File: src/hdl/spa_pkg.sv
package spa_pkg;

	// Table geometry
	localparam int MAX_TERMS = 32;
	localparam int EXP_WIDTH = 8;

	// Field widths
	localparam int COEF_W = 16;
	localparam int EXPO_W = 8;
	localparam int SUM_W  = COEF_W + 1;

	// Table index and fill count widths
	localparam int IDX_W = (MAX_TERMS > 1) ? $clog2(MAX_TERMS) : 1;
	localparam int CNT_W = $clog2(MAX_TERMS + 1);

	// Exponent bits kept on insert
	localparam logic [EXPO_W-1:0] EXP_MASK = (EXP_WIDTH >= EXPO_W) ? {EXPO_W{1'b1}} :
		EXPO_W'((64'd1 << EXP_WIDTH) - 64'd1);

	typedef enum logic [1:0] {
		OP_INS_A = 2'd0,
		OP_INS_B = 2'd1,
		OP_SUM   = 2'd2,
		OP_CLEAR = 2'd3
	} op_t;

	typedef struct packed {
		op_t                      op;
		logic signed [COEF_W-1:0] coef;
		logic [EXPO_W-1:0]        exponent;
	} cmd_t;

	typedef struct packed {
		logic signed [SUM_W-1:0] sum_coef;
		logic [EXPO_W-1:0]       sum_exponent;
		logic                    last;
		logic                    empty_res;
		logic                    overflow;
	} sum_t;

	// One stored term
	typedef struct packed {
		logic signed [COEF_W-1:0] coef;
		logic [EXPO_W-1:0]        expo;
	} term_t;

	typedef enum logic [1:0] {
		ST_IDLE,
		ST_INS,
		ST_LAST,
		ST_MERGE
	} state_t;

endpackage

File: src/hdl/sparse_polynomial_adder_core.sv
// Channel | Dir | Word  | Handshake
// cmd     | in  | cmd_t | cmd_valid / cmd_stall, taken when valid high and stall low
// sum     | out | sum_t | sum_valid / sum_stall, taken when valid high and stall low
//
// Insert: an empty table takes the term directly, and a full table drops it and sets the
// overflow flag; otherwise the shift walks down the table from its tail to the landing slot
// through its single read port and single write port. Clear zeroes both fill counts. A sum
// starts from the head of each table, and the merge reads one head of each table per emitted
// word. Reset clears the fill counts and overflow flag; no clearing pass.
// A stalled sum word holds the merge; commands wait while any operation is in flight.
module sparse_polynomial_adder_core (
	input  logic          clk,
	input  logic          arst_n,
	input  logic          cmd_valid,
	output logic          cmd_stall,
	input  spa_pkg::cmd_t cmd,
	output logic          sum_valid,
	input  logic          sum_stall,
	output spa_pkg::sum_t sum
);
	import spa_pkg::*;

	// Term tables: one synchronous read port and one write port each
	term_t mem_a [MAX_TERMS];
	term_t mem_b [MAX_TERMS];

	term_t rd_a, rd_b;
	logic [IDX_W-1:0] rd_addr_a, rd_addr_b, wr_addr;
	logic we_a, we_b;
	term_t wr_data;

	// Control state
	state_t state_q, state_d;
	logic [CNT_W-1:0] cnt_a_q, cnt_a_d, cnt_b_q, cnt_b_d;
	logic ovf_q, ovf_d;
	logic ins_b_q, ins_b_d;             // insert targets table B
	term_t new_q, new_d;                // term being inserted
	logic [IDX_W-1:0] rd_idx_q, rd_idx_d; // entry whose read data arrives this cycle
	logic [CNT_W-1:0] ia_q, ia_d, ib_q, ib_d; // merge heads

	// Output register
	logic sum_valid_q;
	sum_t sum_q, sum_d;
	logic sum_load;

	// Merge scratch
	term_t tgt_rd;
	logic [CNT_W-1:0] tgt_cnt;
	logic a_ok, b_ok, take_a, take_b;
	term_t cmd_term;

	assign sum_valid = sum_valid_q;
	assign sum       = sum_q;

	always_ff @(posedge clk) begin
		if (we_a) begin
			mem_a[wr_addr] <= wr_data;
		end
		if (we_b) begin
			mem_b[wr_addr] <= wr_data;
		end
		rd_a <= mem_a[rd_addr_a];
		rd_b <= mem_b[rd_addr_b];
	end

	always_ff @(posedge clk or negedge arst_n) begin
		if (!arst_n) begin
			state_q     <= ST_IDLE;
			cnt_a_q     <= '0;
			cnt_b_q     <= '0;
			ovf_q       <= 1'b0;
			sum_valid_q <= 1'b0;
		end else begin
			state_q <= state_d;
			cnt_a_q <= cnt_a_d;
			cnt_b_q <= cnt_b_d;
			ovf_q   <= ovf_d;
			if (sum_load) begin
				sum_valid_q <= 1'b1;
			end else if (!sum_stall) begin
				sum_valid_q <= 1'b0;
			end
		end
	end

	// Datapath registers, no reset needed
	always_ff @(posedge clk) begin
		ins_b_q  <= ins_b_d;
		new_q    <= new_d;
		rd_idx_q <= rd_idx_d;
		ia_q     <= ia_d;
		ib_q     <= ib_d;
		if (sum_load) begin
			sum_q <= sum_d;
		end
	end

	always_comb begin
		state_d   = state_q;
		cnt_a_d   = cnt_a_q;
		cnt_b_d   = cnt_b_q;
		ovf_d     = ovf_q;
		ins_b_d   = ins_b_q;
		new_d     = new_q;
		rd_idx_d  = rd_idx_q;
		ia_d      = ia_q;
		ib_d      = ib_q;
		rd_addr_a = '0;
		rd_addr_b = '0;
		we_a      = 1'b0;
		we_b      = 1'b0;
		wr_addr   = '0;
		wr_data   = new_q;
		sum_load  = 1'b0;
		sum_d     = '0;
		cmd_stall = (state_q != ST_IDLE);

		cmd_term.coef = cmd.coef;
		cmd_term.expo = cmd.exponent & EXP_MASK;
		tgt_rd  = ins_b_q ? rd_b : rd_a;
		tgt_cnt = ins_b_q ? cnt_b_q : cnt_a_q;
		a_ok    = (ia_q < cnt_a_q);
		b_ok    = (ib_q < cnt_b_q);
		take_a  = a_ok && (!b_ok || (rd_a.expo > rd_b.expo));
		take_b  = b_ok && (!a_ok || (rd_a.expo < rd_b.expo));

		case (state_q)
			ST_IDLE: begin
				if (cmd_valid) begin
					case (cmd.op)
						OP_INS_A, OP_INS_B: begin
							ins_b_d = (cmd.op == OP_INS_B);
							new_d   = cmd_term;
							wr_data = cmd_term;
							if (((cmd.op == OP_INS_B) ? cnt_b_q : cnt_a_q) ==
							    CNT_W'(MAX_TERMS)) begin
								// drop the term, remember it
								ovf_d = 1'b1;
							end else if (cmd.op == OP_INS_A && cnt_a_q == '0) begin
								we_a    = 1'b1;
								cnt_a_d = CNT_W'(1);
							end else if (cmd.op == OP_INS_B && cnt_b_q == '0) begin
								we_b    = 1'b1;
								cnt_b_d = CNT_W'(1);
							end else begin
								// start the shift walk at the tail entry
								rd_idx_d  = (cmd.op == OP_INS_B) ?
									IDX_W'(cnt_b_q - CNT_W'(1)) :
									IDX_W'(cnt_a_q - CNT_W'(1));
								rd_addr_a = rd_idx_d;
								rd_addr_b = rd_idx_d;
								state_d   = ST_INS;
							end
						end
						OP_CLEAR: begin
							cnt_a_d = '0;
							cnt_b_d = '0;
						end
						OP_SUM: begin
							ia_d    = '0;
							ib_d    = '0;
							state_d = ST_MERGE;
						end
						default: begin
						end
					endcase
				end
			end

			ST_INS: begin
				we_a    = !ins_b_q;
				we_b    = ins_b_q;
				wr_addr = rd_idx_q + IDX_W'(1);
				if (tgt_rd.expo < new_q.expo) begin
					// move the entry up one slot and keep walking down
					wr_data = tgt_rd;
					if (rd_idx_q == '0) begin
						state_d = ST_LAST;
					end else begin
						rd_idx_d  = rd_idx_q - IDX_W'(1);
						rd_addr_a = rd_idx_d;
						rd_addr_b = rd_idx_d;
					end
				end else begin
					// equal or larger exponent stays ahead of the new term
					wr_data = new_q;
					if (ins_b_q) begin
						cnt_b_d = tgt_cnt + CNT_W'(1);
					end else begin
						cnt_a_d = tgt_cnt + CNT_W'(1);
					end
					state_d = ST_IDLE;
				end
			end

			ST_LAST: begin
				we_a    = !ins_b_q;
				we_b    = ins_b_q;
				wr_addr = '0;
				wr_data = new_q;
				if (ins_b_q) begin
					cnt_b_d = tgt_cnt + CNT_W'(1);
				end else begin
					cnt_a_d = tgt_cnt + CNT_W'(1);
				end
				state_d = ST_IDLE;
			end

			ST_MERGE: begin
				// hold the heads while the output register is full
				rd_addr_a = ia_q[IDX_W-1:0];
				rd_addr_b = ib_q[IDX_W-1:0];
				if (!sum_valid_q || !sum_stall) begin
					sum_load       = 1'b1;
					sum_d.overflow = ovf_q;
					if (!a_ok && !b_ok) begin
						// both tables empty
						sum_d.last      = 1'b1;
						sum_d.empty_res = 1'b1;
						state_d         = ST_IDLE;
					end else begin
						if (take_a) begin
							sum_d.sum_coef     = {rd_a.coef[COEF_W-1], rd_a.coef};
							sum_d.sum_exponent = rd_a.expo;
							ia_d               = ia_q + CNT_W'(1);
						end else if (take_b) begin
							sum_d.sum_coef     = {rd_b.coef[COEF_W-1], rd_b.coef};
							sum_d.sum_exponent = rd_b.expo;
							ib_d               = ib_q + CNT_W'(1);
						end else begin
							sum_d.sum_coef     = {rd_a.coef[COEF_W-1], rd_a.coef} +
								{rd_b.coef[COEF_W-1], rd_b.coef};
							sum_d.sum_exponent = rd_a.expo;
							ia_d               = ia_q + CNT_W'(1);
							ib_d               = ib_q + CNT_W'(1);
						end
						sum_d.last = (ia_d >= cnt_a_q) && (ib_d >= cnt_b_q);
						rd_addr_a  = ia_d[IDX_W-1:0];
						rd_addr_b  = ib_d[IDX_W-1:0];
						if (sum_d.last) begin
							state_d = ST_IDLE;
						end
					end
				end
			end

			default: begin
				state_d = ST_IDLE;
			end
		endcase
	end

endmodule
File: config.mk
export PLATFORM = sky130hd
export DESIGN_NAME = sparse_polynomial_adder_core
export DESIGN_NICKNAME = d
export VERILOG_FILES = /design/src/hdl/spa_pkg.sv /design/src/hdl/sparse_polynomial_adder_core.sv
export SDC_FILE = /design/constraint.sdc
export NUM_CORES = 2
export LEC_CHECK = 0
export BUFFER_PORTS_ARGS = -buffer_cell sky130_fd_sc_hd__buf_2
export CORE_ASPECT_RATIO = 0.6
export CORE_MARGIN = 2
export CORE_UTILIZATION = 25
export DETAILED_ROUTE_END_ITERATION = 16
export GPL_ROUTABILITY_DRIVEN = 1
export SYNTH_ARGS = -nofsm -noshare
export SYNTH_HDL_FRONTEND = slang
export SYNTH_SLANG_ARGS = --single-unit
File: constraint.sdc
create_clock -name clk -period 14.9 [get_ports clk]
set_clock_uncertainty 0.1 [all_clocks]
set_input_delay 1.49 -clock clk [delete_from_list [all_inputs] [get_ports clk]]
set_output_delay 1.49 -clock clk [all_outputs]
set_load 0.05 [all_outputs]
* Yosys cells after proc, flatten, opt, wreduce, memory -nomap -nowiden
Memory sizes are Yosys's and may differ from the RTL's. A register that Yosys moved wholly into a read port is not among the register bits.
Cells that the tools add are included.
** Storage, ports and cells
- Register bits after elaboration :: 86
- Bits in writable memories :: 1536
- Bits of input ports :: 30
- Output and inout port bits :: 30
- Logic and storage cells :: 193
- Memories :: 2
** Memories
- mem_a :: words 32, width 24, read ports 1, clocked after Yosys merged registers in 1, wr ports 1, RTL line sparse_polynomial_adder_core.sv:24 : term_t mem_a [MAX_TERMS];
- mem_b :: words 32, width 24, read ports 1, clocked after Yosys merged registers in 1, wr ports 1, RTL line sparse_polynomial_adder_core.sv:25 : term_t mem_b [MAX_TERMS];
** Cells by class
- Add/subtract/negate cells :: 8
- $lt $le $gt $ge :: 7
- Equal/unequal tests :: 28
- Mux-type cells :: 96
- Bitwise gates (word level) :: 2
- Reductions and logical operators :: 34
** Operator list (number)
- two-way mux 6 bit :: 28
- two-way mux 5 bit :: 20
- two-way mux 24 bit :: 4
- two-way mux 25 bit :: 2
- one-hot mux 24 bit (2 select lines) :: 1
- one-hot mux 6 bit (2 select lines) :: 4
- one-hot mux 6 bit (3 select lines) :: 2
- one-hot mux 5 bit (3 select lines) :: 2
- inequality test 3 bit, second input constant :: 7
- two-way mux 1 bit :: 19
- adder 6 x 1 -> 6 bit, second input constant :: 3
- two-way mux 2 bit :: 9
- inequality test 2 bit, second input constant :: 9
- adder 16 x 16 -> 17 bit :: 1
- < comparator 8 bit :: 2
- AND reduction 8 bit :: 2
- subtractor 5 x 1 -> 5 bit, second input constant :: 3
- greater-or-equal comparator 6 bit :: 2
- zero test 6 bit :: 2
- < comparator 6 bit :: 2
- one-hot mux 5 bit (2 select lines) :: 1
- == test 2 bit, second input constant :: 4
- > comparator 8 bit :: 1
- one-hot mux 2 bit (4 select lines) :: 1
- 23 further kinds :: 44

* Logic depth before layout (Yosys ltp)
- Word-level depth :: 15
- Gate-level depth with buffers :: 21
- Gate-level depth less buffers :: 19

* Worst setup path after synthesis
No wires, ideal clock.
- Path type :: input -> register
- From :: in cmd[25] (netlist bit)
- To :: reg, netlist name rd_b[12]
- Setup time :: 0.103 ns
- Data arrival time :: 4.845 ns
- Required time :: 14.697 ns
- Path slack :: 9.851 ns
- Cell stages on the path :: 15
- Path buffers :: 4
- Cell sequence :: buf_2 nand2b_1 buf_4 mux2i_1 ha_1 nand4_4 a32o_1 o41ai_4 or3_1 buf_4 nor2_2 buf_2 a32o_1 a221o_1 a2111oi_2
** Between the ends
- Word-level cells in the longest chain between the ends :: 8
** RTL lines
- start, declared :: RTL line sparse_polynomial_adder_core.sv:16 : input spa_pkg::cmd_t cmd,
- == test 2 x 1 -> 1 bit
- two-way mux 5 bit or logical AND 1 bit (tied branches) :: RTL line sparse_polynomial_adder_core.sv:147, sparse_polynomial_adder_core.sv:142
- two-way mux 5 bit :: RTL line sparse_polynomial_adder_core.sv:142 : end else if (cmd.op == OP_INS_B && cnt_b_q == '0) begin
- two-way mux 5 bit :: RTL line sparse_polynomial_adder_core.sv:139 : end else if (cmd.op == OP_INS_A && cnt_a_q == '0) begin
- two-way mux 5 bit :: RTL line sparse_polynomial_adder_core.sv:135 : if (((cmd.op == OP_INS_B) ? cnt_b_q : cnt_a_q) ==
- two-way mux 5 bit * :: RTL line sparse_polynomial_adder_core.sv:130 : case (cmd.op)
- two-way mux 5 bit * :: RTL line sparse_polynomial_adder_core.sv:129 : if (cmd_valid) begin
- one-hot mux 5 bit (3 select lines) * :: RTL line sparse_polynomial_adder_core.sv:127 : case (state_q)
Mark *: on every way between the ends. The rest lies on a longest branch, timed or not.
A chain may end at the register's enable or synchronous reset.

* Worst setup path after layout
- From :: reg ins_b_q
- To :: reg, netlist name rd_b[6]
** Between the ends
- Word-level cells in the longest chain between the ends :: 4
** RTL lines
- start, declared :: RTL line sparse_polynomial_adder_core.sv:36 : logic ins_b_q, ins_b_d;
- start signal, assigned :: RTL line sparse_polynomial_adder_core.sv:88 : ins_b_q <= ins_b_d;
- two-way mux 24 bit :: RTL line sparse_polynomial_adder_core.sv:120 : tgt_rd = ins_b_q ? rd_b : rd_a;
- < comparator 8 bit :: RTL line sparse_polynomial_adder_core.sv:174 : if (tgt_rd.expo < new_q.expo) begin
- two-way mux 5 bit :: RTL line sparse_polynomial_adder_core.sv:174
- one-hot mux 5 bit (3 select lines) :: RTL line sparse_polynomial_adder_core.sv:127
No other way between the ends.

==> qor.csv <==
metric,value,unit
relSlewSlack,-0.02529,
die_y,408.7,microns
wl,218.5,mm
critPathKind,reg2reg,
final_net_count,4869,
cts_setup_buffers,0,
wire_per_inst,25.71,microns
tightestPinTransition,1.499,ns
rsz0062_at_grt,no,
grt_max_degree,104,
min_period_over_period,0.4989,
die_area,277300,sq um
synthArstFlopShare,0.009581,
cp_max_fo,27,
drt_pass1_iterations,6,
clock-sinks,1670,
finalMaxSlewViolations,1,
final_common_cell,edfxtp_1,
cpMostUsedCell,buf_4,
antenna_left,0,
fillers,26849,
clk_path_buf_depth,4,
clock_latency,0.84,ns
critPathLaunch,ins_b_q,
layout_common_cells,"edfxtp_1, nand2_1, mux2i_1",
rrSetupSlack,7.47,ns
antenna_found_initial,23,
track_usage,0.1517,
hold_depth,2,
crit_chain,"buf_4, mux2_2, ha_1, a21oi_1, nand2_1, o31ai_2, buf_4, nand2_1, o32ai_1, or3_1, buf_4, nor2_1, a2111oi_0, a2111oi_2",
core,271300,sq um
synth_nets,4778,
yosys_warnings,0,
drc,0,
outcome,"complete, but fails checks",
fmax,134.5,MHz
rr_startpoint,ins_b_q,
die_w,678.5,microns
yosysSeqAreaShare,0.7267,
syn_inst,4683,
numCtsBuffers,159,
min_period,7.433,ns
arrival,7.92,ns
gp_congestion,0.9422,
ys.flop_type,edfxtp_1,
synth_top_area_cell,edfxtp_1,
ctsResizeCount,0,
grt_pass1_wl,305.7,mm
initial_core_util,0.2515,
clk_pin_slew,0.07,ns
overflow,0,
yosysUniqueCellTypes,88,
hold_class,reg2reg,
cp_slowest_stage_delay,1.35,ns
r2r-end,rd_b[6],
vias,43217,
postCtsHoldBufs,0,
cts_max_level,4,
syn_area,68240,sq um
drtIter0Drc,7322,
area_growth,15.20,%
r2r_cells,14,
num_rows,148,
viasPerCell,5.086,
dpl.hpwl,139.6,mm
fin_setup_tns,0,ns
synth-seq-cells,1670,
worstSetupEndpointType,flop,
multi_input_area,17800,sq um
synth.avg_cell_area,14.57,sq um
yosysTopAreaCellShare,0.7068,
io_buffers,59,
crit_end,rd_b[6],
setup_viol,0,
cp.required,15.38,ns
cap_violations,3,
synth_area_leaders,"edfxtp_1, nand2_1, mux2i_1",
layout-drive-gt1-share,0.1381,
violations,"max-capacitance violations, max-slew violations",
cts_tree,yes,
critical-path-slowest-cell,a2111oi_0,
clockRootBuffer,clkbuf_16,
synth_enable_flop_cells,1606,
cp-start-kind,flop,
seqCellArea,49590,sq um
io_pins,60,
grt_pass1_vias,39270,
finalHoldViolCount,0,
==> area by class of cell <==
cell class,count,share of cell area
well taps,3600,0.05730
diodes,3,0.00009551
clock inverters,63,0.007402
repair buffers,216,0.01939
clock buffers,219,0.05571
inverters,58,0.002770
flip-flops and latches,1670,0.6309
multi-input cells,2669,0.2265
==> state kept, by name (all words and copies together) (netlist names) <==
name / flops
sum: 28
cnt_a_q: 6
cnt_b_q: 6
rd_idx_q: 5
ovf_q: 1
ins_b_q: 1
ia_q: 6
mem_a: 768
new_q: 24
rd_a: 24
mem_b: 768
ib_q: 6
state_q: 2
sum_valid: 1
rd_b: 24
==> stage by stage <==
stage	cells	util	worst slack, ns	hold WS [ns]	area [sq um]
2_1_floorplan	4683	-	9.851	0.3349	68240
3_3_place_gp	8213	0.2714	7.492	0.4026	73640
5_1_grt	8496	0.2897	7.340	0.4373	78600
4_1_cts	8495	0.2897	7.842	0.4296	78600
6_report	8498	0.2897	7.467	0.4322	78600
3_5_place_dp	8213	0.2714	7.475	0.4155	73640
==> cell families (layout without fill, tap and decap cells) <==
logic type,count (synthesis),count (layout),share of synthesized area
AO/OA/AOI/OAI,882,882,0.09623
XOR/XNOR,30,30,0.003851
adder cells (fa/ha/maj),65,65,0.01203
buffers and inverters,344,556,0.01980
flip-flops,1670,1670,0.7267
multiplexers,353,353,0.05748
other,0,3,0
AND/OR/NAND/NOR,1339,1339,0.08389
==> worst max-delay path, delay by kind of cell, from the launching register on <==
kind	cells	cell delay [ns]
AO/OA/AOI/OAI	5	2.97
flip-flops	1	0.80
AND/OR/NAND/NOR	4	1.27
multiplexers	1	0.41
adder cells (fa/ha/maj)	1	0.32
buffers and inverters	3	1.24
==> cell usage after synthesis, types with 20 or more instances <==
cell and count:
o211a_1 24, or3_1 34, nor2_1 212, a31oi_1 32, nand2_1 770, a32oi_1 26, a2111oi_0 27, a21oi_1 139
o21ai_0 180, edfxtp_1 1606, a221o_1 64, buf_2 42, a2111oi_2 20, nor3_1 68, dfxtp_1 48, nand3_1 148
nor4_1 26, mux2_2 57, a22oi_1 27, a32o_1 71, o221ai_1 50, mux2i_1 269, mux4_2 24, o22ai_1 27
clkbuf_1 215, ha_1 64, buf_1 27, o32ai_1 26, o211ai_1 35, inv_1 58, o31ai_1 24
==> layer usage <==
layer | GRT usage | vias up | routed length, microns
met3 | 0.05597 | 286 | 33170
met1 | 0.2338 | 21854 | 95890
li1 | - | 18304 | -
met2 | 0.1969 | 2763 | 84180
met5 | 0 | - | 64
met4 | 0.03433 | 10 | 5209
==> how the worst min path moves through the flow <==
stage,from,to
2_1_floorplan,ovf_q,ovf_q
3_3_place_gp,cnt_b_q[5],cnt_b_q[5]
3_5_place_dp,cnt_b_q[5],cnt_b_q[5]
4_1_cts,cnt_b_q[5],cnt_b_q[5]
5_1_grt,cnt_b_q[5],cnt_b_q[5]
6_report,cnt_b_q[5],cnt_b_q[5]
Power is left out: the tool's default activity adds up to more than one toggle a clock period on the data nets, which glitch-free logic cannot reach.
